File: src/rtl/core/mcd_pkg.sv
// Types and constants of the multi-click and hold detector.
`timescale 1ns / 1ps
package mcd_pkg;

	localparam int TIME_BITS_DEF = 32;
	localparam int CFG_IDX_W     = 3;
	localparam int CFG_DATA_W    = 16;
	localparam int CLICK_W       = 8;

	// item kinds
	localparam logic OP_EVENT = 1'b0;
	localparam logic OP_POLL  = 1'b1;

	// reported event kinds
	localparam logic [1:0] EV_NONE    = 2'd0;
	localparam logic [1:0] EV_CLICKS  = 2'd1;
	localparam logic [1:0] EV_HOLD    = 2'd2;
	localparam logic [1:0] EV_RELEASE = 2'd3;

	// register indexes
	localparam logic [CFG_IDX_W-1:0] REG_ENABLE      = 3'd0;
	localparam logic [CFG_IDX_W-1:0] REG_ACTIVE_HIGH = 3'd1;
	localparam logic [CFG_IDX_W-1:0] REG_SILENCE     = 3'd2;
	localparam logic [CFG_IDX_W-1:0] REG_RESTART     = 3'd3;
	localparam logic [CFG_IDX_W-1:0] REG_HOLD        = 3'd4;
	localparam logic [CFG_IDX_W-1:0] REG_HOLD_REPEAT = 3'd5;
	localparam logic [CFG_IDX_W-1:0] REG_CLICK_WAIT  = 3'd6;

	// register reset values
	localparam logic [15:0] SILENCE_RST     = 16'd20;
	localparam logic [15:0] RESTART_RST     = 16'd1000;
	localparam logic [15:0] HOLD_RST        = 16'd500;
	localparam logic [15:0] HOLD_REPEAT_RST = 16'd100;
	localparam logic [15:0] CLICK_WAIT_RST  = 16'd300;

	localparam logic [CLICK_W-1:0] CLICK_MAX = 8'hFF;

	typedef struct packed {
		logic        op;
		logic [31:0] now_ms;
		logic        pin_level;
	} in_item_t;

	typedef struct packed {
		logic [1:0]         event_kind;
		logic [CLICK_W-1:0] tally;
	} out_item_t;

endpackage

File: src/rtl/core/multi_click_hold_detector.sv
// Multi-click and hold detector for one push button, one beat per cycle unless stalled.
`timescale 1ns / 1ps
// Takes pin-change events and polls, each stamped with a wrapping millisecond time,
// and answers every beat with exactly one result beat (none, clicks done, hold repeat
// or hold released). One beat is taken every cycle that in_stall is low: the input beat sits
// in a stage-one register, the detector state is read and updated from it as the beat moves
// on, and the result lands in an output register, so a result reaches the output through
// those two registers in turn and is taken at an edge where out_stall is low. While
// a result waits on out_stall, stage one still takes one more beat; in_stall rises once
// both stages are full. Internal times are TIME_BITS wide and all time differences wrap
// at that width. Registers should be written only while idle.
module multi_click_hold_detector #(
	parameter int TIME_BITS = mcd_pkg::TIME_BITS_DEF
) (
	input  logic                             clk,
	input  logic                             arst_n,
	input  logic                             in_valid,
	output logic                             in_stall,
	input  mcd_pkg::in_item_t                in_data,
	output logic                             out_valid,
	input  logic                             out_stall,
	output mcd_pkg::out_item_t               out_data,
	input  logic                             cfg_wr_en,
	input  logic [mcd_pkg::CFG_IDX_W-1:0]    cfg_index,
	input  logic [mcd_pkg::CFG_DATA_W-1:0]   cfg_data
);
	import mcd_pkg::*;

	// configuration
	logic        enable_q;
	logic        active_high_q;
	logic [15:0] silence_q;
	logic [15:0] restart_q;
	logic [15:0] hold_q;
	logic [15:0] hold_repeat_q;
	logic [15:0] click_wait_q;

	// detector state
	logic [TIME_BITS-1:0] last_edge_q;
	logic                 last_pressed_q;
	logic [CLICK_W-1:0]   clicks_q;
	logic                 holding_q;
	logic [TIME_BITS-1:0] last_hold_q;

	logic [TIME_BITS-1:0] n_last_edge;
	logic                 n_last_pressed;
	logic [CLICK_W-1:0]   n_clicks;
	logic                 n_holding;
	logic [TIME_BITS-1:0] n_last_hold;

	// pipeline
	logic      v_s1;
	in_item_t  item_s1;
	logic      v_s2;
	out_item_t res_s2;
	out_item_t res;
	logic      adv;
	logic      fire;

	logic [63:0]          now_ext;
	logic [TIME_BITS-1:0] now;
	logic [TIME_BITS-1:0] delta;
	logic [TIME_BITS-1:0] since;
	logic                 pressed;
	logic                 hold_ok;
	logic                 poll_hold;
	logic [CLICK_W-1:0]   poll_clicks;

	assign adv      = !v_s2 || !out_stall;
	assign in_stall = v_s1 && !adv;
	assign fire     = v_s1 && adv;

	assign out_valid = v_s2;
	assign out_data  = res_s2;

	assign now_ext = {32'd0, item_s1.now_ms};
	assign now     = now_ext[TIME_BITS-1:0];
	assign delta   = now - last_edge_q;
	assign since   = now - last_hold_q;
	assign pressed = item_s1.pin_level ^ ~active_high_q;

	always_comb begin
		n_last_edge    = last_edge_q;
		n_last_pressed = last_pressed_q;
		n_clicks       = clicks_q;
		n_holding      = holding_q;
		n_last_hold    = last_hold_q;
		res.event_kind = EV_NONE;
		res.tally      = '0;
		hold_ok        = 1'b0;
		poll_hold      = holding_q;
		poll_clicks    = clicks_q;
		if (enable_q) begin
			if (item_s1.op == OP_EVENT) begin
				n_last_edge = now;
				if (delta >= TIME_BITS'(silence_q)) begin
					// the new level is always the opposite of the stored one
					n_last_pressed = !last_pressed_q;
					if (!last_pressed_q) begin
						if ((clicks_q != '0 || holding_q) &&
							delta > TIME_BITS'(restart_q)) begin
							n_holding = 1'b0;
							n_clicks  = '0;
						end
					end else if (!holding_q) begin
						n_clicks = clicks_q + CLICK_W'(clicks_q != CLICK_MAX);
					end
				end
			end else begin
				hold_ok = !holding_q && pressed && delta >= TIME_BITS'(hold_q);
				if (hold_ok) begin
					poll_hold   = 1'b1;
					poll_clicks = clicks_q + CLICK_W'(clicks_q != CLICK_MAX);
				end else if (holding_q && !pressed) begin
					res.event_kind = EV_RELEASE;
					res.tally      = clicks_q;
					poll_hold      = 1'b0;
					poll_clicks    = '0;
					n_last_pressed = 1'b0;
				end
				n_holding = poll_hold;
				n_clicks  = poll_clicks;
				if (poll_hold) begin
					if (since >= TIME_BITS'(hold_repeat_q)) begin
						res.event_kind = EV_HOLD;
						res.tally      = poll_clicks;
						n_last_hold    = now;
					end
				end else if (poll_clicks != '0 && delta > TIME_BITS'(click_wait_q)) begin
					res.event_kind = EV_CLICKS;
					res.tally      = poll_clicks;
					n_clicks       = '0;
					n_last_pressed = 1'b0;
				end
			end
		end
	end

	always_ff @(posedge clk or negedge arst_n) begin
		if (!arst_n) begin
			enable_q      <= 1'b0;
			active_high_q <= 1'b1;
			silence_q     <= SILENCE_RST;
			restart_q     <= RESTART_RST;
			hold_q        <= HOLD_RST;
			hold_repeat_q <= HOLD_REPEAT_RST;
			click_wait_q  <= CLICK_WAIT_RST;
		end else if (cfg_wr_en) begin
			unique case (cfg_index)
				REG_ENABLE:      enable_q      <= cfg_data[0];
				REG_ACTIVE_HIGH: active_high_q <= cfg_data[0];
				REG_SILENCE:     silence_q     <= cfg_data;
				REG_RESTART:     restart_q     <= cfg_data;
				REG_HOLD:        hold_q        <= cfg_data;
				REG_HOLD_REPEAT: hold_repeat_q <= cfg_data;
				REG_CLICK_WAIT:  click_wait_q  <= cfg_data;
				default: ;
			endcase
		end
	end

	always_ff @(posedge clk or negedge arst_n) begin
		if (!arst_n) begin
			last_edge_q    <= '0;
			last_pressed_q <= 1'b0;
			clicks_q       <= '0;
			holding_q      <= 1'b0;
			last_hold_q    <= '0;
		end else if (fire) begin
			last_edge_q    <= n_last_edge;
			last_pressed_q <= n_last_pressed;
			clicks_q       <= n_clicks;
			holding_q      <= n_holding;
			last_hold_q    <= n_last_hold;
		end
	end

	always_ff @(posedge clk or negedge arst_n) begin
		if (!arst_n) begin
			v_s1 <= 1'b0;
			v_s2 <= 1'b0;
		end else begin
			if (!in_stall) begin
				v_s1 <= in_valid;
			end
			if (adv) begin
				v_s2 <= v_s1;
			end
		end
	end

	always_ff @(posedge clk) begin
		if (!in_stall && in_valid) begin
			item_s1 <= in_data;
		end
		if (fire) begin
			res_s2 <= res;
		end
	end

endmodule

File: config.mk
export PLATFORM = sky130hd
export DESIGN_NAME = multi_click_hold_detector
export DESIGN_NICKNAME = d
export VERILOG_FILES = /design/src/rtl/core/mcd_pkg.sv /design/src/rtl/core/multi_click_hold_detector.sv
export SDC_FILE = /design/constraint.sdc
export NUM_CORES = 1
export LEC_CHECK = 0
export ABC_AREA = 1
export BUFFER_PORTS_ARGS = -buffer_cell sky130_fd_sc_hd__buf_4
export CAP_MARGIN = 20
export CELL_PAD_IN_SITES_DETAIL_PLACEMENT = 1
export CELL_PAD_IN_SITES_GLOBAL_PLACEMENT = 2
export CORE_AREA = 5 5 200 202
export CTS_BUF_LIST = sky130_fd_sc_hd__clkbuf_16
export DETAILED_ROUTE_END_ITERATION = 12
export DIE_AREA = 0 0 205 207
export PLACE_DENSITY_LB_ADDON = 0.1
export SYNTH_ARGS = -nofsm -noshare
export SYNTH_HDL_FRONTEND = slang
export SYNTH_SLANG_ARGS = --single-unit
File: constraint.sdc
create_clock -name clk -period 11.3 [get_ports clk]
set_input_delay 0.565 -clock clk [delete_from_list [all_inputs] [get_ports clk]]
set_output_delay 0.565 -clock clk [all_outputs]
set_load 0.01 [all_outputs]
==> results of run 1 <==
-- layout make-up --
class	instances	area (um^2)
Sequential cell	202	5300
Clock buffer	28	701
Tap cell	518	648
Inverter	372	1400
Fill cell	4821	21500
Antenna cell	2	5.00
Multi-Input combinational cell	1388	7680
Timing Repair Buffer	81	694
Clock inverter	20	180
-- metal layers --
metal	up-vias	global-route usage, %	share of wire (%)
li1	6486	-	-
met1	6251	29.2	47
met2	138	36.4	48
met3	49	2.41	2.9
met4	0	4.76	2.0
met5	-	0	0
-- cells by family (layout without fill, tap and decap cells) --
group,after synthesis,in the layout,synth area share [%]
adder cells (fa/ha/maj),146,146,12.6
AND/OR/NAND/NOR,868,868,24.9
XOR/XNOR,47,47,2.83
other,0,2,0
AO/OA/AOI/OAI,327,327,12.3
buffers and inverters,411,501,10.9
flip-flops,202,202,36.4
-- cells in the final DEF, fill, tap and decap left out, types with 8 or more instances in the layout --
master,count
dfrtp_1,136
nand2_2,27
nor2_2,8
nand4_1,16
a21oi_2,10
inv_1,370
edfxtp_1,44
ha_1,144
dfstp_2,22
nor3_1,18
o21ai_0,141
xnor2_1,9
a21oi_1,128
clkbuf_16,28
nand3_1,68
buf_4,75
o21bai_1,8
o21a_1,12
nor2_1,157
nand2_1,549
xor2_1,38
clkinv_1,9
-- metrics by stage --
stage               total power [mW]  instance area [um^2]  setup slack, ns
detailed placement              3.63                 15600             6.48
global placement                3.54                 15600             6.65
global route                    4.96                 16600             6.07
finish                          4.46                 16600             6.43
floorplan                       2.89                 14600             7.68
CTS                             4.53                 16500             6.45
-- state kept, by name, summed over array words and instances (netlist names), 10 cells and up --
signal         count
now               32
hold_repeat_q     16
silence_q         16
last_hold_q       32
out_data          10
restart_q         16
last_edge_q       32
hold_q            16
click_wait_q      16
-- what timing repair did --
item	in CTS	in global routing
hold buffers	1	0
setup buffers	0	0
hold endpoints to repair	21	0
-- power by group through the flow --
stage | combinational [mW] | clock [mW] | sequential [mW]
after floorplan | 1.86 | 0 | 1.03
after global placement | 2.47 | 0 | 1.07
after detailed placement | 2.56 | 0 | 1.07
after CTS | 2.58 | 0.891 | 1.06
after global routing | 2.95 | 0.924 | 1.08
final | 2.54 | 0.864 | 1.06
-- final timing paths --
kind | start | cells after the start | slack [ns] | to
min in group asynchronous | arst_n | 2 | 0.49 | restart_q[2]
worst min-delay path | in_data[11] | 1 | 0.17 | now[10]
worst max register to register | now[0] | 21 | 6.43 | out_data[5]
worst max-delay path | now[0] | 21 | 6.43 | out_data[5]
max in group asynchronous | arst_n | 3 | 9.55 | last_edge_q[21]
worst min register to register | v_s1 | 2 | 0.47 | out_valid
==> metrics.txt, run 1 <==
global route overflow 0; Pint 2.37 mW; Die W 205 um; htree depth 1; area grow syn2layout 14.1%; Avg Vias per Cell 4.95; Worst slew margin 38.1%; register area share after synthesis 36.4%; P_sw 2.10 mW; share of cells above drive strength 1 9.61%; root buffer cell clkbuf_16; worst vdd ir 0.000136 V; syn_nets 2205; Slowest-stage cell, CP a221oi_1; RSZ-0062 raised after global routing no; Data arrival, critical path 5.16 ns; Finished Layout Cells 2611; FFs w/ async S/R, synth 78.2%; first-pass GRT wire length 72800 um; largest cells by area after synthesis dfrtp_1, nand2_1, ha_1; CTS tree done; Post-synth top flop dfrtp_1; final setup fails 0; post-placement cell count 2555; Worst setup EP type flip-flop; Setup CP Type reg -> reg; Rows 72; nets@finish 2275; Clock Tree Buf Depth 3; CTS Sinks 202; WHS 0.175 ns; initial antenna violation count 6; Logic pwr share 56.9%; yosys warns 0; Final min period 4.87 ns; PD cells 269 nW/um^2; actual slew at the worst max-slew pin 0.925 ns; Buf/Inv on CP 2; Synth Cell Area 14600 um^2; count leader, synth nand2_1; critical-path cell list inv_1 > ha_1 > inv_1 > fa_1 > nand3_1 > nand2_1 > nand2_1 > nand2_1 > nand2_1 > and2_1 > o21ai_1 > xor2_1 > ha_1 > nand4_1 > nor3_1 > a221oi_1 > nand4_1 > nand2_1 > nand3_1 > nand2_1 > nor2_1; CP delay by family, top simple AND/OR/NAND/NOR gates; Post-synth top cells nand2_1, inv_1, nor2_1; min-delay worst type in -> reg; Synth Register Bits 202; io pins 70; Post-synth EDFFs 44; Hold Vio Cnt, Final 0; Final period util 43.1%; worst skew pair latency 0.56 ns; core area 38100 um^2; Worst path max stage delay 0.67 ns; vias in the first global route 13.7k; fin util 43.6%; Starting Density 38.2%; outcome completed; Flop pwr share 23.7%; drt pass-1 iters 4; area share of the largest cell type after synthesis 23.4%; post-CTS resize count 0; gr usage total 21.3%; via count 12.9k; total clock buffers created by CTS 26; switching portion of total power 47.0%; achievable clock frequency 205 MHz; Worst Path Required 11.59 ns; Die Height 207 um; Slew Limit Fails 0; most frequent CP cell nand2_1; gate count of the mapped netlist 2001; pin count of the biggest net entering global routing 66; # port buffers 69; CP Max Fanout 17; critical path launch point type flip-flop; worst-case clock skew 0.0237 ns; library cells used by synthesis 53; Clock transition at path regs 0.06 ns; leakage 8.63 nW; leading area contributor after synthesis dfrtp_1; final WL 44900 um; Initial DRC Count 512; DRC 0; Detail Route Antenna Nets 0; Fin Setup TNS 0 ns; post-DP HPWL 35600 um; Die Area 42400 um^2; clock share of power 19.4%; Syn Area/Cell 7.28 um^2; Routed wire per std cell 17.2 um; MaxCap Viol Count 0; RePlAce Congestion 0.835
Note: power is estimated with default switching activity, not from simulation.
==> run 2, diff against run 1 <==
ABC_AREA = 0   (was 1)
CORE_AREA = 5 5 193 195   (was 5 5 200 202)
DIE_AREA = 0 0 198 200   (was 0 0 205 207)
clock period = 4.9 ns   (was 11.3 ns; I/O delays follow)
==> run 2 against run 1 <==
The flow now finishes with violations (setup timing); critical endpoint is now out_data[4]; synthesized cell count down 26%; cell count decreased by 17%; synthesized area fell by 2.5%.
==> metrics.txt, run 2 <==
outcome finished with violations; failing checks setup timing; final WL 41900 um; Clock Tree Buf Depth 3; Die Area 39600 um^2; Starting Density 40.3%; Die Height 200 um; nets@finish 1894; CTS tree done; register area share after synthesis 37.4%; area share of the largest cell type after synthesis 24.0%; global routing's busiest layer met2; yosys warns 0; Die W 198 um; Synth Area in Adders 13.0%; post-synthesis mux area share 9.76%; simple-gate portion of the synthesized area 13.2%; Rows 69; share of cells above drive strength 1 24.6%; Synth Cell Area 14200 um^2; area grow syn2layout 24.3%; Hold Vio Cnt, Final 0; critical path launch point type flip-flop; Routed wire per std cell 19.3 um; first-pass GRT wire length 67400 um; Worst Setup Slack, final -0.0621 ns; syn_nets 1682; Initial DRC Count 464; met2 GRT Util 35.5%; RSZ-0062 raised after global routing yes; via count 12.0k; MaxCap Viol Count 0; Antenna diodes 0; library cells used by synthesis 84; Post-synth top flop dfrtp_1; Slew Limit Fails 0; Syn Area/Cell 9.60 um^2; FFs w/ async S/R, synth 78.2%; post-DP HPWL 31600 um; CTS Sinks 202; worst-case clock skew 0.0145 ns; worst vdd ir 0.000364 V; post-synthesis xor/xnor area fraction 2.41%; min-delay worst type in -> reg; Clock transition at path regs 0.07 ns; Worst setup EP type flip-flop; root buffer cell clkbuf_16; leading area contributor after synthesis dfrtp_1; PD cells 628 nW/um^2; leakage 8.11 nW; actual slew at the worst max-slew pin 1.08 ns; Detail Route Antenna Nets 0; Data arrival, critical path 5.25 ns; gr usage total 21.0%; pin count of the biggest net entering global routing 91; M3 GR Usage 2.22%; total clock buffers created by CTS 26; core area 35200 um^2; Post-synth top cells inv_1, ha_1, dfrtp_1; Setup CP Type reg -> reg; Final period util 101%; total power 11.1 mW; htree depth 1; # port buffers 69; count leader, synth inv_1; initial antenna violation count 0; Avg Vias per Cell 5.51; final setup fails 33; drt pass-1 iters 4; Worst slew margin 27.7%; global route overflow 0; most common cell after layout, fill and taps aside buf_4; post-place setup slack -0.559 ns; Synth Register Bits 202; R2R Setup Slk -0.06 ns; Synth Area in Compound Gates 18.4%; most frequent cells in the layout buf_4, inv_1, ha_1; met1 Use GR 29.3%; Worst Path Required 5.19 ns; io pins 70; RePlAce Congestion 0.900; main combinational cell family by area after synthesis compound AO/OA/AOI/OAI gates; largest cells by area after synthesis dfrtp_1, ha_1, edfxtp_1; achievable clock frequency 202 MHz; gate count of the mapped netlist 1478; Final min period 4.96 ns; DRC 0; worst skew pair latency 0.55 ns; Post-synth EDFFs 44; vias in the first global route 12.8k; CP Max Fanout 8
-- run 2: cell families after synthesis --
logic type,count (synthesis)
AOI/OAI and AO/OA,389
buffers and inverters,214
DFF,202
muxes,124
xor gates and xnor gates,39
adders and majority gates,146
and+or+nand+nor,364
-- run 2: critical path, cell delays in order, from the launching register on --
cell	delay, ns
edfxtp_1	0.40
buf_4	0.16
buf_6	0.12
fa_2	0.37
a21oi_2	0.15
nand4b_1	0.18
a211oi_2	0.11
or3_1	0.34
a21o_1	0.20
a21oi_2	0.14
xnor2_1	0.14
ha_1	0.27
nand4_1	0.15
o22ai_1	0.10
a211oi_2	0.24
o211ai_1	0.13
or4_4	0.44
nor4_4	0.13
nand4_1	0.25
nand3_2	0.20
nand2_1	0.08
buf_6	0.15
a32o_1	0.25
-- run 2: report_power, final --
group	internal [mW]	switching [mW]
clock network	1.11	0.756
registers	2.19	0.278
logic	3.09	3.65
-- run 2: layer usage --
metal  part of all wire [%]  vias up
met5                      0        -
met4                    2.4        0
met3                    2.4       59
met2                     47      133
met1                     48     5971
li1                       -     5803
-- run 2: path summary, 6_finish.rpt --
check                               start          endpoint  cells past startpoint
min                           cfg_data[0]  hold_repeat_q[0]                      2
max reg2reg                        now[1]       out_data[4]                     22
max                                now[1]       out_data[4]                     22
min in group asynchronous          arst_n      restart_q[4]                      2
max in group asynchronous          arst_n   last_hold_q[25]                      3
min reg2reg                last_edge_q[0]    last_edge_q[0]                      2
-- run 2: layout make-up --
type / count / area [um^2]
Sequential cell: 202 / 5300
Fill cell: 3952 / 17600
Clock inverter: 19 / 111
Inverter: 163 / 612
Tap cell: 461 / 577
Multi-Input combinational cell: 1062 / 8320
Timing Repair Buffer: 235 / 1990
Clock buffer: 29 / 726
-- run 2: per-stage QoR --
step / setup TNS [ns] / instance area, um^2 / hold WS (ns) / std cells / util, %
5_1_grt: -12.10 / 17600 / 0.0444 / 2171 / 50.1
6_report: -1.10 / 17600 / 0.0515 / 2171 / 50.1
3_3_place_gp: -15.32 / 15900 / 0.410 / 2057 / 45.0
4_1_cts: -5.28 / 17500 / 0.0255 / 2166 / 49.7
3_5_place_dp: -20.98 / 15900 / 0.407 / 2058 / 45.1
2_1_floorplan: 0 / 14200 / -0.0506 / 1478 / -
-- run 2: timing repair --
action,CTS,global route
hold buffers,53,0
gates resized for setup,59,24
buffers inserted,5,3
setup endpoints to repair,50,51
cloned,2,2
endpoints found under the hold margin,177,0
pin swaps,16,13
==> run 3, diff against run 2 <==
MAX_ROUTING_LAYER = met4   (was not set)
==> run 3 against run 2 <==
The run still ends with setup timing left; count of clock-buffer cells in the layout down 1; power rose by 1.3%; utilization rose by 0.27 points; global-route usage increased by 1.1 points; sequential cell count is the same; largest cell class unchanged.
==> metrics.txt, run 3 (same netlist as run 2, synthesis figures left out) <==
Critical R2R Launch now[1]; achievable clock frequency 200 MHz; drt pass-1 iters 4; share of cells above drive strength 1 25.0%; nets@finish 1894; Avg Vias per Cell 5.45; failing checks setup timing; Routed wire per std cell 19.4 um; outcome finished with violations; RSZ-0062 raised after global routing yes; leakage 8.12 nW; vias in the first global route 12.6k; Die Height 200 um; reg2reg end last_hold_q[11]; Worst Setup Slack, final -0.108 ns; Final min period 5.01 ns; RePlAce Congestion 0.895; Worst path max stage delay 0.44 ns; Rows 69; critical path launch point type flip-flop; min-delay worst type in -> reg; number of fill cells 3958; Slew Limit Fails 0; CTS Sinks 202; CTS tree done; Detail Route Antenna Nets 0; actual slew at the worst max-slew pin 1.05 ns; PD cells 633 nW/um^2; DRC 0; most frequent cells in the layout buf_4, inv_1, ha_1; worst vdd ir 0.000306 V; Die Area 39600 um^2; initial antenna violation count 0; via count 11.8k; Fin Setup TNS -3.37 ns; CP Max Fanout 8; first-pass GRT wire length 68400 um; Worst Reg-to-Reg Cells 25; worst skew pair latency 0.54 ns; Worst slew margin 29.5%; total clock buffers created by CTS 26; pin count of the biggest net entering global routing 98; root buffer cell clkbuf_16; MaxCap Viol Count 0; Hold Vio Cnt, Final 0; Initial DRC Count 381; post-DP HPWL 31100 um; htree depth 1; Clock transition at path regs 0.06 ns; Starting Density 40.3%; gr usage total 22.0%; total power 11.2 mW; Worst Path Required 5.32 ns; io pins 70; final WL 42100 um; area grow syn2layout 25.0%; Antenna diodes 0; hold_sp cfg_data[0]; Clock Tree Buf Depth 3; Worst setup EP type flip-flop; hold path endpoint hold_q[0]; Slowest-stage cell, CP edfxtp_1; R2R Setup Slk -0.11 ns; worst-case clock skew 0.0131 ns; Die W 198 um; Hold Path Stages 2; Final period util 102%; core area 35200 um^2; most common cell after layout, fill and taps aside buf_4; global route overflow 0; Setup CP Type reg -> reg; Data arrival, critical path 5.43 ns; # port buffers 69; final setup fails 40
run 3: worst max path at each step:
stage,start,to,slack [ns],depth (start not counted)
floorplan,now[1],last_hold_q[31],0.28,24
global placement,last_hold_q[1],out_data[6],-0.47,25
detailed placement,last_hold_q[1],out_data[6],-0.50,25
CTS,now[1],last_hold_q[14],-0.13,24
global route,last_hold_q[1],last_hold_q[5],-0.39,25
finish,now[1],last_hold_q[11],-0.11,25
run 3: metrics by stage:
step	hold WS, ns	setup WS, ns	cell area (um^2)	utilization, %	std cells
floorplan	-0.0506	0.281	14200	-	1478
global placement	0.404	-0.469	15800	44.7	2046
detailed placement	0.404	-0.504	15800	44.7	2046
CTS	0.0436	-0.129	17500	49.8	2164
global route	0.0563	-0.391	17700	50.4	2171
finish	0.0598	-0.108	17700	50.4	2171
run 3: worst max-delay path, delay by kind of cell, from the launching register on:
family,cells,cell delay [ns]
AO/OA/AOI/OAI,8,1.18
XOR/XNOR,1,0.16
adder cells (fa/ha/maj),2,0.67
buffers and inverters,4,0.63
flip-flops,1,0.44
multiplexers,1,0.30
AND/OR/NAND/NOR,9,1.51
run 3: report_power, final:
group | internal, mW | switching, mW
clock | 1.18 | 0.751
combinational | 3.13 | 3.68
sequential | 2.19 | 0.283
total | 6.51 | 4.72
run 3: layer usage:
layer  vias up  track usage (%)  part of all wire, %
met5         -                -                    0
met4         0             4.49                  2.2
met3        51             2.08                  2.1
met2       117             35.5                   47
met1      5877             30.6                   49
li1       5797                -                    -
run 3: final cells by class:
cell class	instances	area [um^2]	share of cell area, %
multi-input combinational	1062	8380	47.2
sequential	202	5300	29.9
timing repair buffer	235	2000	11.3
clock buffer	28	701	3.95
inverter	163	612	3.45
tap	461	577	3.25
clock inverter	20	164	0.924
run 3: timing repair:
action,in CTS,in global routing
endpoints found under the setup margin,50,51
buffers inserted,14,8
hold buffers,53,0
hold endpoints to repair,190,0
gates resized for setup,54,38
cloned,3,0
pin swaps,15,10
